`src/sv/spq_pkg.sv`:
```
// spq_pkg: shared types and status codes for the sorted priority queue
// used by spq_cell and sorted_priority_queue; no dependencies
`default_nettype none

package spq_pkg;

   localparam int PRI_W = 16;
   localparam int VAL_W = 32;
   localparam int OCC_W = 5;

   typedef logic [PRI_W-1:0] pri_type;
   typedef logic signed [VAL_W-1:0] val_type;

   typedef enum logic [1:0] {
      ST_OK    = 2'd0,
      ST_EMPTY = 2'd1,
      ST_FULL  = 2'd2
   } status_type;

   typedef enum logic {
      OP_INSERT = 1'b0,
      OP_REMOVE = 1'b1
   } op_type;

   // command broadcast from the top level to every cell
   typedef struct packed {
      logic    insert_en;
      logic    remove_en;
      pri_type pri;
      val_type val;
   } cmd_type;

endpackage

`default_nettype wire

```
`src/sv/spq_cell.sv`:
```
// spq_cell: one slot of the sorted chain, holding a priority and value pair
// depends on spq_pkg; neighbors are wired together by sorted_priority_queue
`default_nettype none

module spq_cell
   import spq_pkg::*;
(
   input  wire logic    clock,
   input  wire cmd_type cmd,
   input  wire logic    valid,
   input  wire logic    left_take,
   input  wire pri_type left_pri,
   input  wire val_type left_val,
   input  wire pri_type right_pri,
   input  wire val_type right_val,
   output logic         take,
   output pri_type      pri,
   output val_type      val
);

   pri_type pri_ff, pri_in;
   val_type val_ff, val_in;

   // slot lies at or past the insert point: empty, or strictly greater priority
   assign take = !valid || (pri_ff > cmd.pri);

   always_comb begin
      pri_in = pri_ff;
      val_in = val_ff;
      if (cmd.insert_en) begin
         if (left_take) begin
            pri_in = left_pri;
            val_in = left_val;
         end else if (take) begin
            pri_in = cmd.pri;
            val_in = cmd.val;
         end
      end else if (cmd.remove_en) begin
         pri_in = right_pri;
         val_in = right_val;
      end
   end

   always_ff @(posedge clock) begin
      pri_ff <= pri_in;
      val_ff <= val_in;
   end

   assign pri = pri_ff;
   assign val = val_ff;

endmodule

`default_nettype wire

```
`src/sv/sorted_priority_queue.sv`:
```
// sorted_priority_queue: bounded priority queue built as a chain of spq_cell slots
// depends on spq_pkg and spq_cell
// the result strobe is registered and comes in the cycle after the start transfer
// throughput: one operation per cycle; busy stays low, and all cells shift together
// reset clears the entry count and the result strobe; slot contents are not cleared
// the receiver cannot stall: each result is shown for exactly one cycle
`default_nettype none

module sorted_priority_queue
   import spq_pkg::*;
#(
   parameter int DEPTH = 16
) (
   input  wire logic               clock,
   input  wire logic               reset,
   input  wire logic               start,
   output logic                    busy,
   input  wire logic               req_operation,
   input  wire logic [PRI_W-1:0]   req_priority_req,
   input  wire logic signed [VAL_W-1:0] req_value,
   output logic                    rsp_strobe,
   output logic [1:0]              rsp_status,
   output logic signed [VAL_W-1:0] rsp_out_value,
   output logic [PRI_W-1:0]        rsp_out_priority,
   output logic [OCC_W-1:0]        rsp_occupancy
);

   localparam int CNT_W = $clog2(DEPTH + 1);

   logic [CNT_W-1:0] count_ff, count_in;
   logic             strobe_ff;
   status_type       status_ff, status_in;
   val_type          out_val_ff, out_val_in;
   pri_type          out_pri_ff, out_pri_in;

   logic    full, empty, is_insert, is_remove;
   cmd_type cmd;

   logic    cell_valid [DEPTH];
   logic    cell_take  [DEPTH];
   pri_type cell_pri   [DEPTH];
   val_type cell_val   [DEPTH];

   assign busy      = 1'b0;
   assign full      = (count_ff == CNT_W'(DEPTH));
   assign empty     = (count_ff == '0);
   assign is_insert = start && (op_type'(req_operation) == OP_INSERT);
   assign is_remove = start && (op_type'(req_operation) == OP_REMOVE);

   assign cmd.insert_en = is_insert && !full;
   assign cmd.remove_en = is_remove && !empty;
   assign cmd.pri       = req_priority_req;
   assign cmd.val       = req_value;

   for (genvar i = 0; i < DEPTH; i++) begin : g_cell
      logic    left_take;
      pri_type left_pri, right_pri;
      val_type left_val, right_val;

      assign cell_valid[i] = (count_ff > CNT_W'(i));

      if (i == 0) begin : g_head
         assign left_take = 1'b0;
         assign left_pri  = cmd.pri;
         assign left_val  = cmd.val;
      end else begin : g_mid
         assign left_take = cell_take[i-1];
         assign left_pri  = cell_pri[i-1];
         assign left_val  = cell_val[i-1];
      end

      if (i == DEPTH - 1) begin : g_tail
         // tail slot goes out of range on a remove, its contents do not matter
         assign right_pri = '0;
         assign right_val = '0;
      end else begin : g_body
         assign right_pri = cell_pri[i+1];
         assign right_val = cell_val[i+1];
      end

      spq_cell u_cell (
         .clock     (clock),
         .cmd       (cmd),
         .valid     (cell_valid[i]),
         .left_take (left_take),
         .left_pri  (left_pri),
         .left_val  (left_val),
         .right_pri (right_pri),
         .right_val (right_val),
         .take      (cell_take[i]),
         .pri       (cell_pri[i]),
         .val       (cell_val[i])
      );
   end

   always_comb begin
      count_in   = count_ff;
      status_in  = ST_OK;
      out_val_in = '0;
      out_pri_in = '0;
      if (is_insert) begin
         if (full) begin
            status_in = ST_FULL;
         end else begin
            count_in = count_ff + CNT_W'(1);
         end
      end else if (is_remove) begin
         if (empty) begin
            status_in = ST_EMPTY;
         end else begin
            count_in   = count_ff - CNT_W'(1);
            out_val_in = cell_val[0];
            out_pri_in = cell_pri[0];
         end
      end
   end

   always_ff @(posedge clock) begin
      if (reset) begin
         count_ff  <= '0;
         strobe_ff <= 1'b0;
      end else begin
         count_ff  <= count_in;
         strobe_ff <= start;
      end
      status_ff  <= status_in;
      out_val_ff <= out_val_in;
      out_pri_ff <= out_pri_in;
   end

   logic [CNT_W+OCC_W-1:0] occ_ext;
   assign occ_ext = (CNT_W + OCC_W)'(count_ff);

   assign rsp_strobe       = strobe_ff;
   assign rsp_status       = status_ff;
   assign rsp_out_value    = out_val_ff;
   assign rsp_out_priority = out_pri_ff;
   assign rsp_occupancy    = occ_ext[OCC_W-1:0];

   // every transfer gives exactly one result in the next cycle
   a_one_result: assert property (@(posedge clock) disable iff (reset)
      start |=> rsp_strobe)
      else $error("missing result after a start transfer");

   a_no_spurious: assert property (@(posedge clock) disable iff (reset)
      !start |=> !rsp_strobe)
      else $error("result without a start transfer");

   a_count_bound: assert property (@(posedge clock) disable iff (reset)
      count_ff <= CNT_W'(DEPTH))
      else $error("entry count beyond depth");

   a_full_holds: assert property (@(posedge clock) disable iff (reset)
      (rsp_strobe && rsp_status == ST_FULL) |-> (count_ff == CNT_W'(DEPTH)))
      else $error("full insert changed the entry count");

   a_empty_zero: assert property (@(posedge clock) disable iff (reset)
      (rsp_strobe && rsp_status == ST_EMPTY) |->
         (count_ff == '0 && rsp_out_value == '0 && rsp_out_priority == '0))
      else $error("empty remove returned data or changed the count");

endmodule

`default_nettype wire
```
`config.mk`:
```
export PLATFORM = sky130hd
export DESIGN_NAME = sorted_priority_queue
export DESIGN_NICKNAME = d
export VERILOG_FILES = /design/src/sv/spq_pkg.sv /design/src/sv/spq_cell.sv /design/src/sv/sorted_priority_queue.sv
export SDC_FILE = /design/constraint.sdc
export NUM_CORES = 2
export LEC_CHECK = 0
export BUFFER_PORTS_ARGS = -buffer_cell sky130_fd_sc_hd__buf_2
export CAP_MARGIN = 30
export CELL_PAD_IN_SITES_DETAIL_PLACEMENT = 1
export CELL_PAD_IN_SITES_GLOBAL_PLACEMENT = 2
export CORE_MARGIN = 3
export CORE_UTILIZATION = 41
export DETAILED_ROUTE_END_ITERATION = 10
export PLACE_DENSITY = 0.87
export SLEW_MARGIN = 20
export SYNTH_ARGS = -nofsm -noshare
export SYNTH_HDL_FRONTEND = slang
export SYNTH_SLANG_ARGS = --single-unit
```
`constraint.sdc`:
```
create_clock -name clock -period 8.1 [get_ports clock]
set_input_delay 1.215 -clock clock [delete_from_list [all_inputs] [get_ports clock]]
set_output_delay 1.215 -clock clock [all_outputs]
set_load 0.01 [all_outputs]
```
Word level (Yosys, flattened, before mapping)

Cells that the tools add are included.

Word-level logic and storage cells: 285
Bits in registers: 824
Input port bits: 52
Output and inout bits: 57

Add/sub/neg operators: 2
Multiplexer cells: 134
Bitwise gates (word level): 2
Equal/unequal tests: 19
Reduce and logical (&&, ||, !) cells: 59
Magnitude comparators: 32

Operators by type and width:

| kind                  | number |
|---|---|
| $mux W32              | 63 |
| $mux W16              | 63 |
| $gt A16 B16 Y1        | 16 |
| $ne A3 B1 Y1 const B  | 15 |
| $gt A5 B4 Y1 const B  | 8 |
| $reduce_and A2 Y1     | 16 |
| $gt A5 B3 Y1 const B  | 4 |
| $mux W5               | 4 |
| $logic_not A1 Y1      | 18 |
| $logic_or A1 B1 Y1    | 16 |
| $gt A5 B1 Y1 const B  | 2 |
| $gt A5 B2 Y1 const B  | 2 |
| $add A5 B1 Y5 const B | 1 |
| $eq A5 B5 Y1 const B  | 1 |
| $logic_not A5 Y1      | 1 |
| $sub A5 B1 Y5 const B | 1 |
| $logic_and A1 B1 Y1   | 4 |
| $mux W2               | 2 |
| $ne A2 B1 Y1 const B  | 2 |
| $reduce_bool A2 Y1    | 2 |
| $reduce_and A3 Y1     | 1 |
| $reduce_or A3 Y1      | 1 |
| $mux W1               | 2 |
| $ne A2 B2 Y1 const B  | 1 |
| $not A1 Y1            | 2 |

Logic depth before layout (Yosys ltp)

Word-level depth: 6
Depth in mapped cells: 12

Modules after synthesis

Synthesis repeated with hierarchy kept, for this count alone.

Cells, all modules: 4475
Area total of the unflattened synthesis: 47589.4 sq um

By module, submodules not included:

| module                          | seq. area each (sq um) | times used | area an instance (sq um) | cells each |
|---|---|---|---|---|
| spq_cell (g_cell[0].u_cell ...) | 1441.4                 | 11         | 2849.0                   | 268 |
| spq_cell (g_cell[5].u_cell ...) | 1441.4                 | 5          | 2857.7                   | 268 |
| sorted_priority_queue           | 1121.1                 | 1          | 1961.9                   | 187 |

Worst setup path before layout

OpenSTA, ideal clock, no wires.

Path type: in2reg
Start: input req_priority_req[14]
End: register g_cell[11].u_cell.pri_ff[0] (enable)
Library setup time: 0.482 ns
Arrival time: 5.836 ns
Path buffers: 2
Data required time: 7.618 ns
Setup slack: 1.782 ns
Stages on the path: 10
Cell sequence: inv_1 ha_1 nand4_1 nor4_1 a21boi_0 and4b_1 clkbuf_1 clkbuf_1 o21ba_2 a31oi_1

Cells in the longest elaborated chain, start to end: 4

Ends and longest elaborated chain:

| item                                 | line                        | RTL |
|---|---|---|
| from (decl)                          | sorted_priority_queue.sv:19 | `input wire logic [PRI_W-1:0] req_priority_req,` |
| $gt A16 B16 Y1                       | spq_cell.sv:25              | `assign take = !valid \|\| (pri_ff > cmd.pri);` |
| $logic_or A1 B1 Y1                   | spq_cell.sv:25              |  |
| $ne A3 B1 Y1 (no source line) *      | n/a                         |  |
| $reduce_and A2 Y1 (no source line) * | n/a                         |  |
| to (signal assigned)                 | spq_cell.sv:45              | `pri_ff <= pri_in;` |
| to (decl)                            | spq_cell.sv:21              | `pri_type pri_ff, pri_in;` |

Every way passes the cells marked *; elsewhere a longest branch is shown, timed or not.
A chain may end at the register's enable or synchronous reset.

Worst setup path after layout

Start: input req_priority_req[10]
End: register g_cell[11].u_cell.val_ff[15] (enable)

Cells in the longest elaborated chain, start to end: 4

Ends and longest elaborated chain:

| item                                 | line           | RTL |
|---|---|---|
| $gt A16 B16 Y1                       | spq_cell.sv:25 |  |
| $logic_or A1 B1 Y1                   | spq_cell.sv:25 |  |
| $ne A3 B1 Y1 (no source line) *      | n/a            |  |
| $reduce_and A2 Y1 (no source line) * | n/a            |  |
| to (signal assigned)                 | spq_cell.sv:46 | `val_ff <= val_in;` |
| to (decl)                            | spq_cell.sv:22 | `val_type val_ff, val_in;` |

Marked as above.

==> reports/metrics.csv <==
stage,metric,value,unit
yosys,synth_common_cells,"1015 x nor3_1, 768 x edfxtp_1, 643 x nand2_1",
flow_run,drv_cap,0,
yosys,mappedNetlistNets,6594,
power,power_frac_seq,0.413,
power,power.internal,10000,µW
yosys,synth_compound_area_frac,0.2322,
die,io_pins,109,
yosys,synthAdderAreaFrac,0.05889,
power,p_leak,0.02108,µW
sta,drv_slew,0,
yosys,synth.area.top_cells,"edfxtp_1 42%, nor3_1 9.2%, ha_1 5.9%, o221a_2 4.8%, nand2_1 4.4%",
yosys,yosysWarnings,0,
sta,setup_viol,0,
routing,routed_wl,224.8,mm
grt,overflow,0,
clock_tree,ctsResizeCount,0,
sta,max_freq,185.8,MHz
yosys,synth_edf_count,768,
yosys,synthArstFlopShare,0,
routing,drt_iter0_drc,5628,
critical_path,timing_worst_setup_path_type,input pin to flip-flop,
yosys,ys_types,68,
grt,antenna_found_initial,5,
sta,worst_pin_slew,1146,ps
clock_tree,cts_setup_buffers,0,
yosys,synth_seq_area_share,0.4361,
sta,fin_skew,24.80,ps
critical_path,r2r_slack,3480,ps
die,core-area,133800,µm²
finish,stdcell_count,7764,
die,dieArea,139700,µm²
clock_tree,clockBufferDepth,3,
routing,first_pass_iters,5,
critical_path,critical_path_arrival,5750,ps
clock_tree,clk_pin_slew_worst_paths,60,ps
sta,hold_violations,0,
yosys,yosysMostFrequentCell,nor3_1,
critical_path,required,8470,ps
critical_path,path_max_fanout,49,
die,floorplan.initialDensity,0.4145,
clock_tree,cts_tree,yes,
power,netSwitchingFraction,0.3639,
clock_tree,cts_buffers,100,
routing,routed-via-count,53960,
critical_path,cp-start-kind,input pin,
die,fp.dieH,373.8,µm
power,ir_worst_vdd,0.1773,mV
grt,track_usage,0.3097,
power,p_switching,5722,µW
clock_tree,clock_sinks,824,
yosys,synth-xor-area-share,0.0006318,
sta,fin_crit_sh,0.6646,
finish,drive_gt1_frac,0.1211,
yosys,synth_top_family_by_area,compound AO/OA/AOI/OAI gates,
finish,diodes,0,
yosys,synth_area_leader_cell,edfxtp_1,
sta,max-slew-margin-rel,0.2359,
sta,layout_min_cycle_time,5383,ps
routing,post_drt_wl_per_cell,28.96,µm
yosys,netlist_instances,6281,
yosys,syn_area_per_cell,8.828,µm²
grt,grt_pass1_vias,55360,
yosys,synth.cell_area,55450,µm²
grt,grt_pass1_wl,343.0,mm
yosys,synth_mux_area_frac,0.002888,
sta,rsz0062_at_grt,no,
placed_design,placed_cells,7567,
power,combinationalPowerShare,0.279,
worst_hold_path,hold_path.class,flip-flop to flip-flop,
finish,utilization,0.4534,
routing,detail-route-antenna-nets,0,
yosys,yosysTopAreaCellShare,0.4159,
clock_tree,htree_levels,3,
power,p_per_area,259.2,nW/µm²
power,total_power,15720,µW
yosys,synth-main-ff-cell,edfxtp_1,
yosys,yosys_register_bits,824,
grt,grt_start_max_net_pins,218,
placed_design,place_congestion,0.8876,
outcome,status,finished clean,
power,clkPwrFrac,0.307,
yosys,synthSimpleGateAreaFrac,0.2146,
sta,setup_ws,2717,ps
die,die_x,373.8,µm
finish,layout.nets,6221,
placed_design,post-place-ws,2069,ps
placed_design,hpwl,144.1,mm
clock_tree,cts-hold-fix-buffers,0,
clock_tree,ctsRootBufferMaster,clkbuf_16,
routing,vias_per_cell,6.950,
critical_path,cp-end-kind,flip-flop,
clock_tree,clock_latency,750,ps
die,rows,134,
placed_design,port_buffers,107,
routing,drc,0,
sta,fin_tns_setup,0,ps
finish,synthToLayoutAreaGrowth,9.409,%
-- stage by stage --
step	hold slack, ps	area [µm²]
3_5_place_dp	510.9	57080
4_1_cts	518.9	60490
5_1_grt	544.2	60670
3_3_place_gp	500.9	56920
6_report	516.9	60670
2_1_floorplan	475.1	55450
-- worst max-delay path, cell delays in order --
cell and delay, ps:
buf_2 450, inv_1 340, buf_4 310, ha_1 340, nand4_1 190, nor4_1 470
a21boi_0 290, and4b_2 250, buf_4 340, o21ba_2 350, a31oi_4 460, buf_4 640
-- final timing paths --
| check | from | end | cells past startpoint |
|---|---|---|---|
| worst max-delay path | req_priority_req[10] | g_cell[11].u_cell.val[15]$_DFFE_PP_ | 12 |
| worst min register to register | g_cell[0].u_cell.val[22]$_DFFE_PP_ | rsp_out_value[22]$_SDFF_PP0_ | 1 |
| worst min-delay path | g_cell[0].u_cell.val[22]$_DFFE_PP_ | rsp_out_value[22]$_SDFF_PP0_ | 1 |
| worst max register to register | rsp_occupancy[0]$_SDFFE_PP0P_ | g_cell[3].u_cell.val[11]$_DFFE_PP_ | 12 |
-- routing by layer --
layer  track usage  vias to the layer above  wire length [µm]
li1              -                    23380                 -
met1        0.4109                    27450             93060
met2        0.5106                     2595            106300
met3       0.04471                      532             16820
met4        0.1204                        2              8642
met5             0                        -                20
-- power groups by stage --
| stage | sequential, µW | combinational (µW) | clock, µW |
|---|---|---|---|
| CTS | 6490 | 4270 | 4890 |
| floorplan | 6230 | 2940 | 0 |
| finish | 6500 | 4390 | 4830 |
| detailed placement | 6560 | 4240 | 0 |
| global placement | 6550 | 4040 | 0 |
| global route | 6570 | 4790 | 5030 |
-- kinds of logic (layout without fill, tap and decap cells) --
| kind of cell | count (synthesis) | count (layout) |
|---|---|---|
| and+or+nand+nor | 2621 | 2621 |
| AOI/OAI and AO/OA | 1781 | 1781 |
| DFF | 824 | 824 |
| buffers and inverters | 773 | 488 |
| adders and majority gates | 261 | 261 |
| muxes | 16 | 16 |
| xor gates and xnor gates | 4 | 4 |
| other | 1 | 1 |
-- area by class of cell --
type,instances,area (µm²)
inverters,46,172.7
repair buffers,252,1909
clock inverters,58,706.9
clock buffers,132,2704
well taps,1768,2212
flip-flops and latches,824,24180
fillers,15290,73130
multi-input cells,4684,28780
-- placed cells by master (no fill, tap or decap), types with 126 or more instances in the layout --
| master | netlist | layout |
|---|---|---|
| buf_4 | 1 | 126 |
| ha_1 | 261 | 261 |
| o221a_2 | 235 | 235 |
| a21oi_1 | 396 | 385 |
| nor3_1 | 1015 | 1013 |
| edfxtp_1 | 768 | 768 |
| nor2_1 | 618 | 616 |
| o21ai_0 | 286 | 285 |
| o22ai_1 | 139 | 139 |
| nand2_1 | 643 | 626 |
-- registers in the layout, indices dropped and copies added, names as in the netlist --
register           cells
g_cell.u_cell.pri    256
rsp_status             2
g_cell.u_cell.val    512
rsp_occupancy          5
rsp_out_priority      16
rsp_out_value         32
rsp_strobe             1
Note: power is estimated with default switching activity, not from simulation.
